--- config.mk ---
export PLATFORM = sky130hd
export DESIGN_NAME = delimited_frame_receiver
export DESIGN_NICKNAME = d
export VERILOG_FILES = /design/src/rtl/dfr_pkg.sv /design/src/rtl/dfr_ctrl.sv /design/src/rtl/dfr_datapath.sv /design/src/rtl/delimited_frame_receiver.sv
export SDC_FILE = /design/constraint.sdc
export NUM_CORES = 1
export LEC_CHECK = 0
export BUFFER_PORTS_ARGS = -buffer_cell sky130_fd_sc_hd__buf_2
export CAP_MARGIN = 30
export CORE_ASPECT_RATIO = 1.1
export CORE_MARGIN = 2
export CORE_UTILIZATION = 55
export DETAILED_ROUTE_END_ITERATION = 7
export MAX_ROUTING_LAYER = met4
export PLACE_DENSITY = 0.71
export SYNTH_ARGS = -nofsm -noshare
export SYNTH_HDL_FRONTEND = slang
export SYNTH_SLANG_ARGS = --single-unit
--- constraint.sdc ---
create_clock -name clk -period 5.9 [get_ports clk]
set_input_delay 1.77 -clock clk [delete_from_list [all_inputs] [get_ports clk]]
set_output_delay 1.77 -clock clk [all_outputs]
set_load 0.03 [all_outputs]
--- src/rtl/dfr_pkg.sv ---
// dfr_pkg: shared types and constants for the delimited frame receiver
// used by dfr_ctrl, dfr_datapath and delimited_frame_receiver; no dependencies
package dfr_pkg;

	localparam logic [7:0] CH_OPEN  = 8'h3C;
	localparam logic [7:0] CH_CLOSE = 8'h3E;
	localparam logic [15:0] TIMEOUT_RESET = 16'd1000;
	localparam logic [15:0] ELAPSED_MAX   = 16'hFFFF;

	localparam logic CMD_BYTE = 1'b0;
	localparam logic CMD_TICK = 1'b1;

	typedef enum logic [1:0] {
		KIND_DATA     = 2'd0,
		KIND_EMPTY    = 2'd1,
		KIND_OVERFLOW = 2'd2,
		KIND_TIMEOUT  = 2'd3
	} kind_t;

	typedef enum logic [1:0] {
		ST_IDLE,
		ST_EXEC,
		ST_RD,
		ST_LOAD
	} state_t;

	// controller to datapath
	typedef struct packed {
		logic  capture;
		logic  tick_upd;
		logic  open_frame;
		logic  append;
		logic  drop;
		logic  emit;
		kind_t emit_kind;
		logic  rd_start;
		logic  rd_en;
		logic  load_data;
	} dfr_cmd_t;

	// datapath to controller
	typedef struct packed {
		logic is_tick;
		logic is_open;
		logic is_close;
		logic in_frame;
		logic buf_full;
		logic fill_zero;
		logic timeout_hit;
		logic rd_last;
		logic out_free;
	} dfr_status_t;

endpackage

--- src/rtl/dfr_ctrl.sv ---
// dfr_ctrl: state machine that sequences item execution and payload streaming
// depends on dfr_pkg
module dfr_ctrl (
	input  logic                 clk,
	input  logic                 arst_n,
	input  logic                 in_valid,
	output logic                 in_stall,
	input  dfr_pkg::dfr_status_t status,
	output dfr_pkg::dfr_cmd_t    cmd
);
	import dfr_pkg::*;

	state_t state_q;
	state_t state_d;

	always_ff @(posedge clk or negedge arst_n) begin
		if (!arst_n) begin
			state_q <= ST_IDLE;
		end else begin
			state_q <= state_d;
		end
	end

	assign in_stall = (state_q != ST_IDLE);

	always_comb begin
		state_d = state_q;
		cmd     = '0;
		cmd.emit_kind = KIND_DATA;
		case (state_q)
			ST_IDLE: begin
				if (in_valid) begin
					cmd.capture = 1'b1;
					state_d     = ST_EXEC;
				end
			end
			ST_EXEC: begin
				if (status.is_tick) begin
					if (status.timeout_hit) begin
						// hold until the output register can take the error
						if (status.out_free) begin
							cmd.tick_upd  = 1'b1;
							cmd.emit      = 1'b1;
							cmd.emit_kind = KIND_TIMEOUT;
							cmd.drop      = 1'b1;
							state_d       = ST_IDLE;
						end
					end else begin
						cmd.tick_upd = 1'b1;
						state_d      = ST_IDLE;
					end
				end else if (status.is_open) begin
					cmd.open_frame = 1'b1;
					state_d        = ST_IDLE;
				end else if (status.is_close) begin
					if (!status.in_frame) begin
						state_d = ST_IDLE;
					end else if (status.fill_zero) begin
						if (status.out_free) begin
							cmd.emit      = 1'b1;
							cmd.emit_kind = KIND_EMPTY;
							cmd.drop      = 1'b1;
							state_d       = ST_IDLE;
						end
					end else begin
						cmd.rd_start = 1'b1;
						state_d      = ST_RD;
					end
				end else if (status.in_frame) begin
					if (status.buf_full) begin
						if (status.out_free) begin
							cmd.emit      = 1'b1;
							cmd.emit_kind = KIND_OVERFLOW;
							cmd.drop      = 1'b1;
							state_d       = ST_IDLE;
						end
					end else begin
						cmd.append = 1'b1;
						state_d    = ST_IDLE;
					end
				end else begin
					state_d = ST_IDLE;
				end
			end
			ST_RD: begin
				cmd.rd_en = 1'b1;
				state_d   = ST_LOAD;
			end
			ST_LOAD: begin
				if (status.out_free) begin
					cmd.load_data = 1'b1;
					if (status.rd_last) begin
						cmd.drop = 1'b1;
						state_d  = ST_IDLE;
					end else begin
						state_d = ST_RD;
					end
				end
			end
			default: begin
				state_d = ST_IDLE;
			end
		endcase
	end

endmodule

--- src/rtl/dfr_datapath.sv ---
// dfr_datapath: frame store, fill and tick counters, timeout register, output register
// depends on dfr_pkg; driven by dfr_ctrl
module dfr_datapath #(
	parameter int BUFFER_BYTES = 64
) (
	input  logic                 clk,
	input  logic                 arst_n,
	input  dfr_pkg::dfr_cmd_t    cmd,
	output dfr_pkg::dfr_status_t status,
	input  logic                 command,
	input  logic [7:0]           rx_byte,
	input  logic                 cfg_wr_en,
	input  logic [15:0]          cfg_wr_data,
	output logic                 out_valid,
	input  logic                 out_stall,
	output logic [1:0]           kind,
	output logic [7:0]           payload_byte,
	output logic                 last
);
	import dfr_pkg::*;

	localparam int FW = $clog2(BUFFER_BYTES);
	localparam logic [FW-1:0] FILL_MAX = FW'(BUFFER_BYTES - 1);

	logic [7:0]    mem [BUFFER_BYTES];
	logic          cmd_q;
	logic [7:0]    byte_q;
	logic          in_frame_q;
	logic [FW-1:0] fill_q;
	logic [15:0]   elapsed_q;
	logic [15:0]   timeout_q;
	logic [FW-1:0] rd_ptr_q;
	logic [7:0]    rd_data_q;
	logic          out_valid_q;
	kind_t         out_kind_q;
	logic [7:0]    out_byte_q;
	logic          out_last_q;
	logic [15:0]   elapsed_inc;

	assign elapsed_inc = (elapsed_q == ELAPSED_MAX) ? elapsed_q : elapsed_q + 16'd1;

	always_comb begin
		status.is_tick     = (cmd_q == CMD_TICK);
		status.is_open     = (byte_q == CH_OPEN);
		status.is_close    = (byte_q == CH_CLOSE);
		status.in_frame    = in_frame_q;
		status.buf_full    = (fill_q == FILL_MAX);
		status.fill_zero   = (fill_q == '0);
		status.timeout_hit = in_frame_q && (elapsed_inc > timeout_q);
		status.rd_last     = (rd_ptr_q == fill_q - FW'(1));
		status.out_free    = !out_valid_q || !out_stall;
	end

	// item holding register
	always_ff @(posedge clk) begin
		if (cmd.capture) begin
			cmd_q  <= command;
			byte_q <= rx_byte;
		end
	end

	always_ff @(posedge clk or negedge arst_n) begin
		if (!arst_n) begin
			in_frame_q <= 1'b0;
			fill_q     <= '0;
			elapsed_q  <= '0;
			timeout_q  <= TIMEOUT_RESET;
		end else begin
			if (cfg_wr_en) begin
				timeout_q <= cfg_wr_data;
			end
			if (cmd.tick_upd) begin
				elapsed_q <= elapsed_inc;
			end
			if (cmd.open_frame) begin
				in_frame_q <= 1'b1;
				fill_q     <= '0;
				elapsed_q  <= '0;
			end else if (cmd.drop) begin
				in_frame_q <= 1'b0;
				fill_q     <= '0;
			end else if (cmd.append) begin
				fill_q <= fill_q + FW'(1);
			end
		end
	end

	// frame store, one write and one registered read port
	always_ff @(posedge clk) begin
		if (cmd.append) begin
			mem[fill_q] <= byte_q;
		end
		if (cmd.rd_en) begin
			rd_data_q <= mem[rd_ptr_q];
		end
	end

	always_ff @(posedge clk) begin
		if (cmd.rd_start) begin
			rd_ptr_q <= '0;
		end else if (cmd.load_data) begin
			rd_ptr_q <= rd_ptr_q + FW'(1);
		end
	end

	// output register
	always_ff @(posedge clk or negedge arst_n) begin
		if (!arst_n) begin
			out_valid_q <= 1'b0;
		end else if (cmd.emit || cmd.load_data) begin
			out_valid_q <= 1'b1;
		end else if (!out_stall) begin
			out_valid_q <= 1'b0;
		end
	end

	always_ff @(posedge clk) begin
		if (cmd.emit) begin
			out_kind_q <= cmd.emit_kind;
			out_byte_q <= 8'd0;
			out_last_q <= 1'b1;
		end else if (cmd.load_data) begin
			out_kind_q <= KIND_DATA;
			out_byte_q <= rd_data_q;
			out_last_q <= status.rd_last;
		end
	end

	assign out_valid    = out_valid_q;
	assign kind         = out_kind_q;
	assign payload_byte = out_byte_q;
	assign last         = out_last_q;

`ifndef SYNTHESIS
	a_fill_in_frame: assert property (@(posedge clk) disable iff (!arst_n)
		(fill_q != '0) |-> in_frame_q)
		else $error("stored bytes with no frame open");
	a_load_free: assert property (@(posedge clk) disable iff (!arst_n)
		(cmd.emit || cmd.load_data) |-> (!out_valid_q || !out_stall))
		else $error("output register overwritten while stalled");
	a_append_room: assert property (@(posedge clk) disable iff (!arst_n)
		cmd.append |-> (fill_q != FILL_MAX) && in_frame_q)
		else $error("append into a full store or closed frame");
	a_stream_holds: assert property (@(posedge clk) disable iff (!arst_n)
		cmd.load_data |=> $stable(fill_q) || !in_frame_q)
		else $error("fill count changed during streaming");
`endif

endmodule

--- src/rtl/delimited_frame_receiver.sv ---
// delimited_frame_receiver: top level joining the controller and the datapath
// depends on dfr_pkg, dfr_ctrl, dfr_datapath
//
// Usage:
//   The input channel (in_valid/in_stall, command, rx_byte) takes one item: a received
//   byte (command 0) or a millisecond tick (command 1). '<' opens a frame, payload
//   bytes are stored, '>' closes the frame and streams the payload out.
//   The output channel (out_valid/out_stall, kind, payload_byte, last) gives payload
//   bytes, an empty-frame marker, or an overflow or timeout error; last marks the
//   final result caused by one input transaction.
//   Timing: an item is executed after it is accepted and may wait while the output
//   register is full; no new item is taken until it is done. A result it causes
//   appears in the output register in the next cycle. A closing '>' streams the
//   stored bytes, each by one frame store read and one output register load.
//   The output register lets the next input transaction be taken while a result
//   still waits. When the receiver stalls, a pending result holds and the block
//   waits before producing the next one; in_stall rises while an item is executed.
//   cfg_wr_en/cfg_wr_data write timeout_ticks (reset 1000).
//   Reset: no frame open, fill and elapsed counters zero, output empty.
module delimited_frame_receiver #(
	parameter int BUFFER_BYTES = 64
) (
	input  logic        clk,
	input  logic        arst_n,
	input  logic        in_valid,
	output logic        in_stall,
	input  logic        command,
	input  logic [7:0]  rx_byte,
	output logic        out_valid,
	input  logic        out_stall,
	output logic [1:0]  kind,
	output logic [7:0]  payload_byte,
	output logic        last,
	input  logic        cfg_wr_en,
	input  logic [15:0] cfg_wr_data
);
	import dfr_pkg::*;

	dfr_cmd_t    cmd;
	dfr_status_t status;

	dfr_ctrl u_ctrl (
		.clk      (clk),
		.arst_n   (arst_n),
		.in_valid (in_valid),
		.in_stall (in_stall),
		.status   (status),
		.cmd      (cmd)
	);

	dfr_datapath #(
		.BUFFER_BYTES (BUFFER_BYTES)
	) u_datapath (
		.clk          (clk),
		.arst_n       (arst_n),
		.cmd          (cmd),
		.status       (status),
		.command      (command),
		.rx_byte      (rx_byte),
		.cfg_wr_en    (cfg_wr_en),
		.cfg_wr_data  (cfg_wr_data),
		.out_valid    (out_valid),
		.out_stall    (out_stall),
		.kind         (kind),
		.payload_byte (payload_byte),
		.last         (last)
	);

endmodule
==> metrics.txt, run 1 <==
DRC 0; Synth async-reset ratio slightly above 7%; Max IR drop VDD about 200 uV; CP endpoint kind register; sequential cell area fraction in the yosys report around 73%; vias in the first global route 11,900; Hold Fails Final Rpt 0; ys flop type edfxtp_1; Initial DRT Pass Iterations 6; CP peak stage delay between 0.6 and 0.7 ns; clk_skew between 0.02 and 0.025 ns; Antenna Cells 0; slowest CP cell or4_1; ranking of synthesized cells by area edfxtp_1, mux4_2, dfrtp_1, nor2_1, dfxtp_1; gr usage total around a quarter; RePlAce Congestion between 0.8 and 0.9; Data arrival, critical path 4.69 ns; worst-margin pin slew 1.01 ns; Reg clk slew, reported paths roughly 0.060 ns; Longest Clk Path Bufs 3; Routed WL per cell about 26 um; TNS Setup 0 ns; setup ws final between 1.5 and 2 ns; FF+latch area 17,300 um2; Post-CTS Hold Buffers 0; Synth-to-Final Area Change 11.4%; Max Fclk about 240 MHz; initial antenna violation count 0; synth unique cells 58; max cap viols 0; Syn Nets approximately 1,300; DRT iter0 DRCs 1,171; CTS tree done; largest net degree at the start of global routing 67; port bufs between 40 and 50; fillers roughly 2,900; worst path cell trace and4_4 > nand2_4 > or4_1 > nand2b_4 > or3_1 > nand2_1 > ha_1 > nand4_1 > or3_1 > a21o_1 > a31oi_4 > a21o_1 > mux2i_1 > mux2_2; Hold Crit Class reg2reg; Remaining Overflow, GRT 0; initial core utilization 56.0%; H-tree depth 2; CP required between 6 and 7 ns; fin crit period ~4.2 ns; hold slack between 0.4 and 0.5 ns; CP Launch Type register; layout cell share with drive strength beyond 1 25.1%; Final HPWL DP around 30 mm; Placeable Area between 40,000 and 50,000 um2; footprint of the multi-input gates 6080 um2; slew margin rel. 32.7%; Post-CTS Setup Inserts 0; area leader, netlist edfxtp_1; PwrDens 390 nW/um2; first-pass GRT wire length around 75 mm; post-CTS sizing 0; Sink Count about 590; Nets 1,357; Tcrit/Tclk final 71.2%; max-slew violations 0; FF+latch count, synth around 600; power consumption just over 10,000 uW; Ys Warns 0; row count 79; Chip Width around 200 um; top cell type's share of synthesized area roughly 67%; status finished, final reports clean; boundary pin count between 40 and 50; Mapped Cells 1,248; Clock Latency Late Sink approximately 0.62 ns; ANT nets after route 0; Crit Path Class reg2reg; dpl ws approximately 1.7 ns; top cells by count, synth edfxtp_1, mux4_2, nor2_1; worst-path fanout max 12; via count between 10,000 and 15,000; Final Setup Violations 0; detailed-route vias per instance 6.18; RSZ-0062 raised after global routing false; total CTS buffers 55; Netlist Area Pre-Place about 24,000 um2; die height approximately 220 um; Post-synth EDFFs approximately 530; most numerous cell in the Yosys netlist edfxtp_1; Post-Syn Area per Cell 19.0 um2; Static Leakage 0.00850 uW; CTS root buffer clkbuf_16; Die ar. between 40,000 and 50,000 um2; Routed WL 49.6 mm
## worst paths after layout
check,slack [ns],from,depth (start not counted),to
min,0.47,u_datapath.payload_byte[4]$_SDFFE_PP0P_,2,u_datapath.payload_byte[4]$_SDFFE_PP0P_
max in group asynchronous,4.25,arst_n,2,u_datapath.elapsed_q[10]$_DFFE_PN0P_
min in group asynchronous,1.14,arst_n,1,u_datapath.timeout_q[13]$_DFFE_PN0P_
max,1.70,u_datapath.elapsed_q[3]$_DFFE_PN0P_,14,u_datapath.elapsed_q[0]$_DFFE_PN0P_
min reg2reg,0.47,u_datapath.payload_byte[4]$_SDFFE_PP0P_,2,u_datapath.payload_byte[4]$_SDFFE_PP0P_
max reg2reg,1.70,u_datapath.elapsed_q[3]$_DFFE_PN0P_,14,u_datapath.elapsed_q[0]$_DFFE_PN0P_
## per-layer routing
layer | vias up | wire length, um | track usage (%)
li1 | 5121 | - | -
met1 | 6182 | 20500 | 32.5
met2 | 478 | 24500 | 36.4
met3 | 84 | 3320 | 3.47
met4 | 0 | 1310 | 7.11
met5 | - | 0 | -
## state kept, by name, summed over array words and instances, names as in the netlist
| name | flops |
|---|---|
| u_ctrl.state_q | 2 |
| u_datapath.byte_q | 8 |
| u_datapath.cmd_q | 1 |
| u_datapath.elapsed_q | 16 |
| u_datapath.fill_q | 6 |
| u_datapath.in_frame_q | 1 |
| u_datapath.kind | 2 |
| u_datapath.last | 1 |
| u_datapath.mem | 512 |
| u_datapath.out_valid | 1 |
| u_datapath.payload_byte | 8 |
| u_datapath.rd_data_q | 8 |
| u_datapath.rd_ptr_q | 6 |
| u_datapath.timeout_q | 16 |
## kinds of logic after synthesis
kind of cell	synth area share, %
flip-flops	72.9
AND/OR/NAND/NOR	5.25
multiplexers	16.2
AO/OA/AOI/OAI	2.22
buffers and inverters	1.50
XOR/XNOR	0.885
adder cells (fa/ha/maj)	1.05
## cells in the final DEF, fill, tap and decap left out, drive strengths merged, types with 4 or more instances in the layout
| master | n |
|---|---|
| dfstp | 6 |
| and3 | 8 |
| dfxtp | 15 |
| a21o | 7 |
| mux2 | 11 |
| and2 | 4 |
| o21ai | 29 |
| inv | 24 |
| clkinvlp | 5 |
| nor3 | 10 |
| edfxtp | 531 |
| bufinv | 6 |
| mux4 | 160 |
| dfrtp | 36 |
| xor2 | 9 |
| a31oi | 4 |
| buf | 63 |
| clkinv | 25 |
| mux2i | 12 |
| clkbuf | 64 |
| xnor2 | 15 |
| or3 | 7 |
| nand2 | 79 |
| ha | 20 |
| nand4 | 11 |
| nor2b | 8 |
| nor2 | 96 |
| nand3 | 19 |
| nor4 | 4 |
| a21oi | 28 |
## worst max-delay path: cells and delay by family, from the launching register on
family / cells / cell delay, ns
flops: 1 / 0.47
simple gates: 8 / 1.90
compound gates: 3 / 0.93
fa+ha+maj: 1 / 0.32
mux: 2 / 0.45
## final cells by class
| cell class | count | area share, % |
|---|---|---|
| flip-flops and latches | 588 | 65.4 |
| multi-input cells | 578 | 23.0 |
| clock buffers | 64 | 5.49 |
| well taps | 567 | 2.68 |
| repair buffers | 63 | 1.68 |
| clock inverters | 39 | 1.40 |
| inverters | 21 | 0.298 |
## per-stage QoR
stage	std cells	utilization, %	area [um2]
2_1_floorplan	1248	-	23700
3_3_place_gp	1814	57.9	24600
3_5_place_dp	1815	58.0	24600
4_1_cts	1918	62.3	26400
5_1_grt	1920	62.4	26500
6_report	1920	62.4	26500
## power by group
part | internal [uW] | switching (uW) | total (uW) | leakage [uW]
Clock | 2030 | 1530 | 3570 | 0.000886
Combinational | 793 | 936 | 1730 | 0.00218
Sequential | 4810 | 214 | 5020 | 0.00543
Note: power is estimated with default switching activity, not from simulation.
==> run 2, diff against run 1 <==
==> constraint.sdc (replaced) <==
create_clock -name clk -period 4.35 [get_ports clk]
set_input_delay 1.305 -clock clk [delete_from_list [all_inputs] [get_ports clk]]
set_output_delay 1.305 -clock clk [all_outputs]
set_load 0.03 [all_outputs]
==> metrics.txt, run 2 (synthesized netlist as in run 1, its figures left out) <==
RePlAce Congestion 0.873 (+2.1%); CP Launch Type register; Static Leakage 0.00874 uW (+2.8%); Final HPWL DP 31.1 mm (+3.6%); final cell count without fillers 1,964 (+2.3%); Post-CTS Hold Buffers 0 (unchanged); max cap viols 0 (unchanged); most common cell after layout, fill and taps aside edfxtp_1; slew margin rel. 31.6% (-1.1 points); initial antenna violation count 0 (unchanged); gr usage total 23.4% (about the same); Most flops, register u_datapath.mem; DRT iter0 DRCs 1,198 (+2.3%); hold path depth 2 (unchanged); crit path from u_datapath.elapsed_q[0]$_DFFE_PN0P_; Hold Fails Final Rpt 0 (unchanged); fin crit period 3.99 ns (-0.209 ns); first-pass GRT wire length 75.2 mm (about the same); worst-path fanout max 12 (unchanged); Chip Width 202 um (unchanged); vias in the first global route 12,100 (+1.7%); CP required 4.81 ns (-1.58 ns); total CTS buffers 56 (+1.8%); via count 11,900 (-0.042%); min-delay src u_datapath.payload_byte[6]$_SDFFE_PP0P_; CP peak stage delay 0.69 ns (about the same); max-slew violations 0 (unchanged); Crit path depth 14 (unchanged); Reg clk slew, reported paths 0.06 ns (about the same); DRC 0 (unchanged); Inst Count DP 1,858 (+2.4%); CP top delay family simple AND/OR/NAND/NOR gates; port bufs 42 (unchanged); Sink Count 588 (unchanged); clk_skew 0.0179 ns (-0.00590 ns); max reg flops 512 (unchanged); ANT nets after route 0 (unchanged); Largest regs u_datapath.mem: 512 flops, u_datapath.elapsed_q: 16 flops, u_datapath.timeout_q: 16 flops; Hold Crit Class reg2reg; fillers 2,779 (-2.8%); status finished, final reports clean; Die ar. 44,800 um2 (unchanged); fin util 63.3% (+0.93 points); Nets 1,400 (+3.2%); Reg2Reg Setup Slack 0.36 ns (-1.34 ns); detailed-route vias per instance 6.04 (-2.3%); Routed WL per cell 25.3 um (-2.1%); Final Setup Violations 0 (unchanged); Data arrival, critical path 4.45 ns (-0.24 ns); Synth-to-Final Area Change 13.1%; slowest CP cell or4_1; Tcrit/Tclk final 91.8% (+21 points); worst-margin pin slew 1.02 ns (+0.0126 ns); H-tree depth 2 (unchanged); Longest Clk Path Bufs 3 (unchanged); TNS Setup 0 ns (unchanged); row count 79 (unchanged); CTS root buffer clkbuf_16; layout cell share with drive strength beyond 1 27.6% (+2.6 points); initial core utilization 56.0% (unchanged); Routed WL 49.6 mm (+0.11%); Max Fclk 251 MHz (+5.2%); Remaining Overflow, GRT 0 (unchanged); PwrDens 526 nW/um2 (+35%); Antenna Cells 0 (unchanged); largest net degree at the start of global routing 65 (-3.0%); Placeable Area 42,400 um2 (unchanged); Worst Path Buf+Inv 0 (unchanged); boundary pin count 43 (unchanged); R2R cell count 14 (unchanged); worst path cell trace ha_1 > nand2_1 > or4_1 > nand2b_4 > or3_1 > nand2_1 > ha_1 > nand4_1 > or3_1 > a21o_1 > a31oi_4 > a21o_2 > mux2i_1 > mux2_2; RSZ-0062 raised after global routing false; die height 222 um (unchanged); Initial DRT Pass Iterations 6 (unchanged); CP endpoint kind register; CTS tree done; Max IR drop VDD 309 uV (+56%); Clock Latency Late Sink 0.58 ns (-0.04 ns); reg2reg start u_datapath.elapsed_q[0]$_DFFE_PN0P_; commonest non-fill, non-tap cells in the layout edfxtp_1, mux4_2, nor2_1; Crit Path Class reg2reg
run 2: cell types whose count changed in the layout (fill, tap and decap cells not counted), sizes merged:
cell,previous run,this run
buf,63,105
clkinv,25,15
clkbuf,64,72
bufinv,6,8
clkinvlp,5,7
run 2: worst min-delay path: cells and delay by family, from the launching register on:
family           cells  cell delay [ns]
AO/OA/AOI/OAI        1             0.06
AND/OR/NAND/NOR      1             0.05
flip-flops           1             0.30
run 2: what timing repair did:
action,in CTS,in global routing
resized for setup,0,2
setup buffers,0,0
endpoints found under the setup margin,0,2
run 2: worst paths after layout:
path,to
max in group asynchronous,u_datapath.timeout_q[7]$_DFFE_PN1P_
worst min-delay path,u_datapath.payload_byte[6]$_SDFFE_PP0P_
worst max register to register,u_datapath.elapsed_q[0]$_DFFE_PN0P_
min in group asynchronous,u_datapath.timeout_q[2]$_DFFE_PN0P_
worst max-delay path,u_datapath.elapsed_q[0]$_DFFE_PN0P_
worst min register to register,u_datapath.payload_byte[6]$_SDFFE_PP0P_
run 2: power by group:
part | internal [uW] | switching [uW]
Sequential | 6520 | 216
Clock | 2920 | 2040
Combinational | 1090 | 1350
Total | 10500 | 3600
run 2: routing by layer:
metal  vias up  share of wire (%)  GRT usage, %
li1       5221                  -             -
met1      6119                 41          31.7
met2       434                 50          37.2
met3        86                6.8          3.87
met4         0                2.6          6.62
met5         -                  0             -
run 2: final cells by class:
| cell class | instances | area (um2) | area share [%] |
|---|---|---|---|
| flip-flops and latches | 588 | 17300 | 64.5 |
| multi-input cells | 578 | 6090 | 22.7 |
| clock buffers | 72 | 1500 | 5.59 |
| repair buffers | 105 | 753 | 2.81 |
| well taps | 567 | 709 | 2.64 |
| clock inverters | 33 | 399 | 1.49 |
| inverters | 21 | 78.8 | 0.294 |
run 2: through the flow:
stage                     power, uW  cell area [um2]  setup WS (ns)  hold WS [ns]
final                         14100            26800          0.359         0.460
after global routing          14700            26800         0.0785         0.480
after CTS                     14200            26800          0.252         0.462
after detailed placement       9300            24900          0.266         0.456
after global placement         9250            24900          0.349         0.448
after floorplan                8590            23700          0.742         0.471
